File: config.mk
export PLATFORM = sky130hd
export DESIGN_NAME = sorted_alarm_timer_queue_flat
export DESIGN_NICKNAME = d
export VERILOG_FILES = /design/src/sat_pkg.sv /design/src/sat_if.sv /design/src/sat_cell.sv /design/src/sorted_alarm_timer_queue.sv /design/src/flat_wrapper.sv
export SDC_FILE = /design/constraint.sdc
export NUM_CORES = 2
export LEC_CHECK = 0
export BUFFER_PORTS_ARGS = -buffer_cell sky130_fd_sc_hd__buf_2
export CORE_MARGIN = 5
export CORE_UTILIZATION = 40
export DETAILED_ROUTE_END_ITERATION = 6
export SLEW_MARGIN = 15
export SYNTH_ARGS = -nofsm -noshare
export SYNTH_HDL_FRONTEND = slang
export SYNTH_SLANG_ARGS = --single-unit
export TNS_END_PERCENT = 100
File: constraint.sdc
create_clock -name clk -period 14.2 [get_ports clk]
set_input_delay 2.84 -clock clk [delete_from_list [all_inputs] [get_ports clk]]
set_output_delay 2.84 -clock clk [all_outputs]
set_load 0.02 [all_outputs]
File: src/sat_pkg.sv
// ----------------------------------------------------------------------------
// sat_pkg
// shared types and constants of the sorted alarm timer queue
// ----------------------------------------------------------------------------
package sat_pkg;

  localparam int SlotsDef    = 16;
  localparam int TimeBitsDef = 32;

  typedef enum logic [2:0] {
    OP_ADD    = 3'd0,
    OP_DELETE = 3'd1,
    OP_UPDATE = 3'd2,
    OP_REARM  = 3'd3,
    OP_PEEK   = 3'd4
  } op_t;

  typedef enum logic [1:0] {
    ST_IDLE,
    ST_CHECK,
    ST_INSERT,
    ST_DONE
  } state_t;

  typedef enum logic [1:0] {
    CM_HOLD,
    CM_INSERT,
    CM_REMOVE,
    CM_SETEXP
  } cmd_t;

  typedef struct packed {
    logic prior;
    logic rm;
    logic match;
  } link_t;

endpackage

File: src/sat_if.sv
// ----------------------------------------------------------------------------
// sat_in_if / sat_out_if
// request and result channels of the alarm timer queue
// ----------------------------------------------------------------------------
interface sat_in_if;
  logic        valid;
  logic        ready;
  logic [2:0]  op;
  logic [3:0]  slot;
  logic [7:0]  owner;
  logic [31:0] interval;
  logic [7:0]  alarm_flags;
  logic [31:0] now_ms;
  modport source (output valid, op, slot, owner, interval, alarm_flags, now_ms,
                  input ready);
  modport sink   (input valid, op, slot, owner, interval, alarm_flags, now_ms,
                  output ready);
endinterface

interface sat_out_if;
  logic        valid;
  logic        ready;
  logic        status;
  logic [3:0]  handle;
  logic        head_valid;
  logic [31:0] head_time;
  modport source (output valid, status, handle, head_valid, head_time, input ready);
  modport sink   (input valid, status, handle, head_valid, head_time, output ready);
endinterface

File: src/sat_cell.sv
// ----------------------------------------------------------------------------
// sat_cell
// one list position: slot id and expiry, shifts with its neighbors
// ----------------------------------------------------------------------------
module sat_cell #(
  parameter int IDX_W     = 4,
  parameter int TIME_BITS = 32
) (
  input  logic                 clk,
  input  logic                 rst_n,
  input  sat_pkg::cmd_t        cmd,
  input  logic [IDX_W-1:0]     key,
  input  logic [IDX_W-1:0]     new_slot,
  input  logic [TIME_BITS-1:0] new_exp,
  input  logic                 left_valid,
  input  logic [IDX_W-1:0]     left_slot,
  input  logic [TIME_BITS-1:0] left_exp,
  input  logic                 right_valid,
  input  logic [IDX_W-1:0]     right_slot,
  input  logic [TIME_BITS-1:0] right_exp,
  input  sat_pkg::link_t       lk_in,
  output sat_pkg::link_t       lk_out,
  output logic                 valid,
  output logic [IDX_W-1:0]     slot,
  output logic [TIME_BITS-1:0] exp_t,
  output logic                 succ_gt
);
  import sat_pkg::*;

  logic                 valid_r, valid_nxt;
  logic [IDX_W-1:0]     slot_r, slot_nxt;
  logic [TIME_BITS-1:0] exp_r, exp_nxt;
  logic                 match, hit, at_pos;

  assign match  = valid_r && (slot_r == key);
  assign hit    = valid_r && (exp_r > new_exp);
  assign at_pos = !lk_in.prior && (hit || !valid_r);

  assign lk_out.prior  = lk_in.prior | hit | !valid_r;
  assign lk_out.rm     = lk_in.rm | match;
  assign lk_out.match  = match;
  assign succ_gt       = lk_in.match && valid_r && (new_exp > exp_r);

  always_comb begin
    valid_nxt = valid_r;
    slot_nxt  = slot_r;
    exp_nxt   = exp_r;
    case (cmd)
      CM_INSERT: begin
        if (lk_in.prior) begin
          valid_nxt = left_valid;
          slot_nxt  = left_slot;
          exp_nxt   = left_exp;
        end else if (at_pos) begin
          valid_nxt = 1'b1;
          slot_nxt  = new_slot;
          exp_nxt   = new_exp;
        end
      end
      CM_REMOVE: begin
        if (lk_in.rm || match) begin
          valid_nxt = right_valid;
          slot_nxt  = right_slot;
          exp_nxt   = right_exp;
        end
      end
      CM_SETEXP: begin
        if (match) exp_nxt = new_exp;
      end
      default: ;
    endcase
  end

  always_ff @(posedge clk) begin
    if (!rst_n) valid_r <= 1'b0;
    else        valid_r <= valid_nxt;
    slot_r <= slot_nxt;
    exp_r  <= exp_nxt;
  end

  assign valid = valid_r;
  assign slot  = slot_r;
  assign exp_t = exp_r;
endmodule

File: src/sorted_alarm_timer_queue.sv
// ----------------------------------------------------------------------------
// sorted_alarm_timer_queue
// alarm slots kept in list order by a chain of position cells
//
//   channel | dir | fields
//   in_ch   | in  | op, slot, owner, interval, alarm_flags, now_ms
//   out_ch  | out | status, handle, head_valid, head_time
//
// one request at a time: add, update and a moving rearm go through the check
// and insert states (update and rearm unlink in check); the rest go from check
// straight to done, and the block returns to idle once the result is taken.
// synchronous reset empties the chain and frees all slots.
// a stalled result holds the block; no request is taken until it leaves.
// ----------------------------------------------------------------------------
module sorted_alarm_timer_queue
  import sat_pkg::*;
#(
  parameter int SLOTS     = sat_pkg::SlotsDef,
  parameter int TIME_BITS = sat_pkg::TimeBitsDef
) (
  input logic       clk,
  input logic       rst_n,
  sat_in_if.sink    in_ch,
  sat_out_if.source out_ch
);
  localparam int IDX_W = $clog2(SLOTS);
  localparam int CELLS = SLOTS - 1;

  state_t state_r, state_nxt;

  logic [2:0]           op_r;
  logic [3:0]           key_r;
  logic [7:0]           own_r;
  logic [TIME_BITS-1:0] ivl_r;
  logic [7:0]           fl_r;
  logic [TIME_BITS-1:0] now_r;

  logic [7:0]           flags_r  [SLOTS];
  logic [7:0]           owner_r  [SLOTS];
  logic [TIME_BITS-1:0] period_r [SLOTS];

  logic                 ok_r, ok_nxt;
  logic [IDX_W-1:0]     tgt_r, tgt_nxt;
  logic [TIME_BITS-1:0] nexp_r, nexp_nxt;
  logic                 ins_nxt;

  logic                 inrange, found, ok_c;
  logic [IDX_W-1:0]     kidx, free_idx;
  logic [7:0]           kflags, kowner;
  logic [TIME_BITS-1:0] kperiod;
  logic                 any_gt;

  cmd_t                 cmd;
  logic [IDX_W-1:0]     ckey;
  logic [TIME_BITS-1:0] cexp;

  logic                 c_valid [CELLS+1];
  logic [IDX_W-1:0]     c_slot  [CELLS+1];
  logic [TIME_BITS-1:0] c_exp   [CELLS+1];
  link_t                c_lk    [CELLS+1];
  logic [CELLS-1:0]     c_gt;

  assign inrange = 32'(key_r) < 32'(SLOTS);
  assign kidx    = IDX_W'(key_r);
  assign kflags  = flags_r[kidx];
  assign kowner  = owner_r[kidx];
  assign kperiod = period_r[kidx];
  assign any_gt  = |c_gt;

  always_comb begin
    found    = 1'b0;
    free_idx = '0;
    for (int i = SLOTS - 1; i >= 1; i--) begin
      if (flags_r[i] == 8'd0) begin
        found    = 1'b1;
        free_idx = IDX_W'(i);
      end
    end
  end

  // request checks and chain command
  always_comb begin
    ok_c     = 1'b0;
    tgt_nxt  = tgt_r;
    nexp_nxt = nexp_r;
    ins_nxt  = 1'b0;
    ckey     = kidx;
    cexp     = nexp_r;
    cmd      = CM_HOLD;
    if (state_r == ST_CHECK) begin
      unique case (op_r)
        OP_ADD: begin
          ok_c     = (fl_r != 8'd0) && found;
          tgt_nxt  = free_idx;
          nexp_nxt = now_r + ivl_r;
          ins_nxt  = ok_c;
        end
        OP_DELETE: begin
          ok_c    = inrange && (kflags != 8'd0) && (kowner == own_r);
          tgt_nxt = kidx;
          if (ok_c) cmd = CM_REMOVE;
        end
        OP_UPDATE: begin
          ok_c     = inrange && (kflags != 8'd0) && (kowner == own_r) && (fl_r != 8'd0);
          tgt_nxt  = kidx;
          nexp_nxt = now_r + ivl_r;
          ins_nxt  = ok_c;
          if (ok_c) cmd = CM_REMOVE;
        end
        OP_REARM: begin
          ok_c     = inrange && kflags[0] && (kowner == own_r);
          tgt_nxt  = kidx;
          nexp_nxt = now_r + kperiod;
          cexp     = nexp_nxt;
          ins_nxt  = ok_c && any_gt;
          if (ok_c) cmd = any_gt ? CM_REMOVE : CM_SETEXP;
        end
        OP_PEEK: begin
          ok_c    = 1'b1;
          tgt_nxt = '0;
        end
        default: ok_c = 1'b0;
      endcase
    end else if (state_r == ST_INSERT) begin
      cmd  = CM_INSERT;
      cexp = nexp_r;
    end
    ok_nxt = (state_r == ST_CHECK) ? ok_c : ok_r;
  end

  always_comb begin
    state_nxt = state_r;
    unique case (state_r)
      ST_IDLE:   if (in_ch.valid) state_nxt = ST_CHECK;
      ST_CHECK:  state_nxt = ins_nxt ? ST_INSERT : ST_DONE;
      ST_INSERT: state_nxt = ST_DONE;
      ST_DONE:   if (out_ch.ready) state_nxt = ST_IDLE;
      default:   state_nxt = ST_IDLE;
    endcase
  end

  always_comb begin
    in_ch.ready       = (state_r == ST_IDLE);
    out_ch.valid      = (state_r == ST_DONE);
    out_ch.status     = !ok_r;
    out_ch.handle     = ok_r ? 4'(tgt_r) : 4'd0;
    out_ch.head_valid = c_valid[0];
    out_ch.head_time  = c_valid[0] ? 32'(c_exp[0]) : 32'd0;
  end

  always_ff @(posedge clk) begin
    if (!rst_n) begin
      state_r <= ST_IDLE;
      ok_r    <= 1'b0;
    end else begin
      state_r <= state_nxt;
      ok_r    <= ok_nxt;
    end
    tgt_r  <= tgt_nxt;
    nexp_r <= nexp_nxt;
    if (state_r == ST_IDLE && in_ch.valid) begin
      op_r  <= in_ch.op;
      key_r <= in_ch.slot;
      own_r <= in_ch.owner;
      ivl_r <= TIME_BITS'(in_ch.interval);
      fl_r  <= in_ch.alarm_flags;
      now_r <= TIME_BITS'(in_ch.now_ms);
    end
  end

  // slot table
  always_ff @(posedge clk) begin
    if (!rst_n) begin
      for (int i = 0; i < SLOTS; i++) begin
        flags_r[i] <= 8'd0;
        owner_r[i] <= 8'd0;
      end
    end else if (state_r == ST_CHECK && ok_c) begin
      unique case (op_r)
        OP_ADD: begin
          flags_r[free_idx]  <= fl_r;
          owner_r[free_idx]  <= own_r;
          period_r[free_idx] <= ivl_r;
        end
        OP_DELETE: begin
          flags_r[kidx] <= 8'd0;
          owner_r[kidx] <= 8'd0;
        end
        OP_UPDATE: begin
          flags_r[kidx]  <= fl_r;
          period_r[kidx] <= ivl_r;
        end
        OP_REARM: flags_r[kidx] <= kflags & 8'hFD;
        default: ;
      endcase
    end
  end

  // list order
  assign c_lk[0]             = '0;
  assign c_valid[CELLS]      = 1'b0;
  assign c_slot[CELLS]       = '0;
  assign c_exp[CELLS]        = '0;

  for (genvar g = 0; g < CELLS; g++) begin : g_cell
    sat_cell #(
      .IDX_W     (IDX_W),
      .TIME_BITS (TIME_BITS)
    ) u_cell (
      .clk         (clk),
      .rst_n       (rst_n),
      .cmd         (cmd),
      .key         (ckey),
      .new_slot    (tgt_r),
      .new_exp     (cexp),
      .left_valid  ((g == 0) ? 1'b0 : c_valid[(g == 0) ? 0 : g - 1]),
      .left_slot   (c_slot[(g == 0) ? 0 : g - 1]),
      .left_exp    (c_exp[(g == 0) ? 0 : g - 1]),
      .right_valid (c_valid[g + 1]),
      .right_slot  (c_slot[g + 1]),
      .right_exp   (c_exp[g + 1]),
      .lk_in       (c_lk[g]),
      .lk_out      (c_lk[g + 1]),
      .valid       (c_valid[g]),
      .slot        (c_slot[g]),
      .exp_t       (c_exp[g]),
      .succ_gt     (c_gt[g])
    );
  end
endmodule

File: src/flat_wrapper.sv
// flat-port wrapper written by rule: the top's interface ports become plain ports
module sorted_alarm_timer_queue_flat import sat_pkg::*;
#(
  parameter int SLOTS     = sat_pkg::SlotsDef,
  parameter int TIME_BITS = sat_pkg::TimeBitsDef
)
  (clk, rst_n, in_ch_valid, in_ch_op, in_ch_slot, in_ch_owner, in_ch_interval, in_ch_alarm_flags, in_ch_now_ms, in_ch_ready, out_ch_valid, out_ch_status, out_ch_handle, out_ch_head_valid, out_ch_head_time, out_ch_ready);
  sat_in_if in_ch_i ();
  sat_out_if out_ch_i ();
  input logic clk;
  input logic rst_n;
  input wire logic [$bits(in_ch_i.valid)-1:0] in_ch_valid;
  input wire logic [$bits(in_ch_i.op)-1:0] in_ch_op;
  input wire logic [$bits(in_ch_i.slot)-1:0] in_ch_slot;
  input wire logic [$bits(in_ch_i.owner)-1:0] in_ch_owner;
  input wire logic [$bits(in_ch_i.interval)-1:0] in_ch_interval;
  input wire logic [$bits(in_ch_i.alarm_flags)-1:0] in_ch_alarm_flags;
  input wire logic [$bits(in_ch_i.now_ms)-1:0] in_ch_now_ms;
  output wire logic [$bits(in_ch_i.ready)-1:0] in_ch_ready;
  output wire logic [$bits(out_ch_i.valid)-1:0] out_ch_valid;
  output wire logic [$bits(out_ch_i.status)-1:0] out_ch_status;
  output wire logic [$bits(out_ch_i.handle)-1:0] out_ch_handle;
  output wire logic [$bits(out_ch_i.head_valid)-1:0] out_ch_head_valid;
  output wire logic [$bits(out_ch_i.head_time)-1:0] out_ch_head_time;
  input wire logic [$bits(out_ch_i.ready)-1:0] out_ch_ready;
  assign in_ch_i.valid = in_ch_valid;
  assign in_ch_i.op = in_ch_op;
  assign in_ch_i.slot = in_ch_slot;
  assign in_ch_i.owner = in_ch_owner;
  assign in_ch_i.interval = in_ch_interval;
  assign in_ch_i.alarm_flags = in_ch_alarm_flags;
  assign in_ch_i.now_ms = in_ch_now_ms;
  assign in_ch_ready = in_ch_i.ready;
  assign out_ch_valid = out_ch_i.valid;
  assign out_ch_status = out_ch_i.status;
  assign out_ch_handle = out_ch_i.handle;
  assign out_ch_head_valid = out_ch_i.head_valid;
  assign out_ch_head_time = out_ch_i.head_time;
  assign out_ch_i.ready = out_ch_ready;
  sorted_alarm_timer_queue #(.SLOTS(SLOTS), .TIME_BITS(TIME_BITS)) u_core (.clk(clk), .rst_n(rst_n), .in_ch(in_ch_i), .out_ch(out_ch_i));
endmodule
==> summary.txt <==
Timing
  – Worst-Margin Slew: 1180 ps
  – Fin crit share: 86.3%
  – Shortest period the worst path allows: between 10000 and 15000 ps
  – WHS: slightly below 600 ps
  – RSZ-0062 raised after global routing: no
  – Setup tns final: 0 ps
  – Final Setup Violations: 0
  – Upper clock frequency limit: about 80 MHz
  – Layout Skew: 59.5 ps
  – Hold Vio Cnt, Final: 0
  – Headroom to the max-slew limit: a little over a fifth
  – Fin. max-slew vios: 0

Die
  – CORE AREA: between 200000 and 250000 sq um
  – Die Width: approximately 460 um
  – Initial core utilization: about two fifths
  – Die area: between 200000 and 250000 sq um
  – # rows: roughly 170
  – Die height: 461 um
  – # IOs: roughly 130

Worst setup path
  – Worst path slowest cell: nor4_1
  – CP Capture Type: flop
  – Critical path class: flop to flop
  – Worst setup SP type: flop
  – Crit Path Max Fanout: approximately 140
  – Required @ worst endpoint: between 10000 and 15000 ps
  – CP peak stage delay: 980 ps
  – Arr. time, crit path: roughly 13000 ps
  – Top cell by count, worst path: buf_4

Cells and area
  – Area grow syn2layout: 12.0%
  – Fin util: a little under half
  – Most common cell after layout, fill and taps aside: edfxtp_1
  – Fillers: between 15000 and 20000
  – Post-route insts no fill: 9825
  – Commonest non-fill, non-tap cells in the layout: 1431 x edfxtp_1, 547 x ha_1, 520 x inv_1, 518 x a21oi_1, 469 x nand2_1
  – Share of cells above drive strength 1: 12.7%
  – Layout Nets: about 7700

Clock network
  – Clock sink count: between 1000 and 1500
  – Worst-path clk slew: 60 ps
  – Worst skew pair latency: ~840 ps
  – Total CTS buffers: 162
  – Root Buffer: clkbuf_16
  – Post-CTS sizing: 0
  – CTS Hold Bufs: 0
  – Clock tree buffer depth: 3
  – Post-CTS Setup Inserts: 0
  – CTS tree: built
  – CTS H-Tree Depth: 4

Hold path
  – HP Class: flop to flop

Power
  – Leakage: 33.8 nW
  – Pwr/cell area: between 150 and 200 nW/um^2
  – Worst ir drop on vdd: ~170 uV
  – Total Power Consumption: around 16 mW

Yosys
  – Register area share after synthesis: between 50% and 60%
  – Area of the mapped netlist: 81500 sq um
  – Ys flop type: edfxtp_1
  – Flops & latches, synth: roughly 1500
  – Cell count after synthesis: a little under 7000
  – Syn_area_per_cell: 11.7 sq um
  – Cell variety after synth: just under 100
  – Number of flops mapped to enable cells by yosys: between 1000 and 1500
  – FFs w/ async S/R, synth: 0%
  – Synth warn: 0

Global routing
  – Total track usage: a little under a quarter
  – Initial antenna violation count: 8
  – Largest net degree at the start of global routing: 200
  – First-pass GRT wire length: between 300 and 400 mm
  – GR Overflow Total: 0
  – Vias in the first global route: roughly 59000

Place
  – GPL Wtd Cong: between 0.9 and 1
  – Placed Instances: about 9500
  – DPL Wire Length: between 150 and 200 mm
  – IO Port Bufs: between 100 and 150

Detailed routing
  – Routed WL per cell: 26.3 um
  – Drt total wl: around 260 mm
  – Via count: between 60000 and 70000
  – Drt pass-1 iters: 6
  – # DRC: 0
  – Initial DRC Count: 7131
  – Vias/cell: 6.12
  – DRT antenna net count: 0

Status
  – Status: completed

Flow run
  – Maxcap violations: 0
==> power by group <==
group,internal (mW),switching [mW],leakage (nW)
sequential,5.55,0.602,13.5
combinational,2.20,3.52,17.7
clock,2.44,1.84,2.61
total,10.2,5.96,33.8
==> stage by stage <==
step           instance area, sq um  setup WS [ps]
2_1_floorplan                 81500            974
3_3_place_gp                  85800           2330
3_5_place_dp                  85800           2120
4_1_cts                       91200           2140
5_1_grt                       91200           1600
6_report                      91200           1950
==> cells by family after synthesis <==
kind of cell / after synthesis / share of synthesized area, %
and+or+nand+nor: 1630 / 9.57
xor gates and xnor gates: 122 / 1.31
other: 1 / 0.00460
DFF: 1453 / 53.3
adders and majority gates: 552 / 8.49
buffers and inverters: 941 / 4.51
AOI/OAI and AO/OA: 1928 / 15.2
muxes: 336 / 7.61
==> registers in the layout (all words and copies together) (netlist names), named ones only <==
register / flops
u_core.op_r: 3
u_core.own_r: 8
u_core.state_r: 2
u_core.tgt_r: 4
u_core.ckey: 4
u_core.nexp_r: 32
u_core.ivl_r: 32
u_core.g_cell.u_cell.valid: 15
u_core.period_r: 512
u_core.owner_r: 128
u_core.g_cell.u_cell.exp_t: 480
u_core.flags_r: 128
u_core.g_cell.u_cell.slot: 60
u_core.fl_r: 8
u_core.now_r: 32
u_core.ok_r: 1
==> cell usage after synthesis (all sizes together), types with 10 or more instances <==
master	count	area (sq um)
a2111oi	13	114
a211o	31	272
a211oi	66	495
a21boi	11	82.6
a21o	76	571
a21oi	525	2650
a221oi	19	166
a22oi	242	1850
a31oi	47	309
a32oi	10	87.6
and2	66	413
and3	87	544
and4	15	131
buf	114	568
clkbuf	302	1130
dfxtp	22	440
edfxtp	1431	43000
ha	550	6880
inv	522	1960
mux2	19	214
mux2i	92	921
mux4	225	5070
nand2	470	1760
nand2b	26	163
nand3	121	606
nand4	100	641
nor2	458	1730
nor2b	45	282
nor3	110	576
nor4	64	468
o2111ai	18	158
o211ai	155	1160
o21a	33	248
o21ai	418	2110
o21bai	17	128
o221ai	16	140
o22ai	80	500
o311ai	15	146
o31ai	21	158
o32ai	33	289
or2	11	68.8
or3	30	188
xnor2	59	517
xor2	63	552
==> per-layer routing <==
| layer | track usage (%) | vias to the layer above | routed length [um] |
|---|---|---|---|
| met1 | 32.9 | 29900 | 109000 |
| li1 | - | 26900 | - |
| met2 | 36.9 | 2881 | 117000 |
| met5 | 0 | - | 0 |
| met4 | 9.64 | 0 | 11000 |
| met3 | 3.80 | 448 | 21400 |
==> final timing paths <==
path / slack, ps / end / startpoint / cells after the start
worst max-delay path: 1950 / u_core.g_cell[14].u_cell.exp_t[6]$_DFFE_PP_ / flop / 33
worst min-delay path: 580 / u_core.g_cell[13].u_cell.exp_t[12]$_DFFE_PP_ / u_core.g_cell[14].u_cell.exp_t[12]$_DFFE_PP_ / 2
worst max register to register: 1950 / u_core.g_cell[14].u_cell.exp_t[6]$_DFFE_PP_ / flop / 33
worst min register to register: 580 / u_core.g_cell[13].u_cell.exp_t[12]$_DFFE_PP_ / u_core.g_cell[14].u_cell.exp_t[12]$_DFFE_PP_ / 2
==> worst max-delay path, delay by kind of cell, from the launching register on <==
family | cells | cell delay [ps]
AOI/OAI and AO/OA | 10 | 2860
adders and majority gates | 3 | 1010
muxes | 2 | 960
and+or+nand+nor | 10 | 3370
buffers and inverters | 8 | 2770
DFF | 1 | 880
==> cell type report <==
| type | count | area [sq um] | area share (%) |
|---|---|---|---|
| multi-input cells | 4576 | 35100 | 38.4 |
| flip-flops and latches | 1453 | 43400 | 47.6 |
| well taps | 2672 | 3340 | 3.66 |
| diodes | 3 | 7.51 | 0.00823 |
| clock buffers | 191 | 4220 | 4.63 |
| inverters | 525 | 1980 | 2.17 |
| clock inverters | 102 | 1140 | 1.25 |
| repair buffers | 303 | 2070 | 2.27 |
No activity file was read; power rests on OpenSTA's default activity.
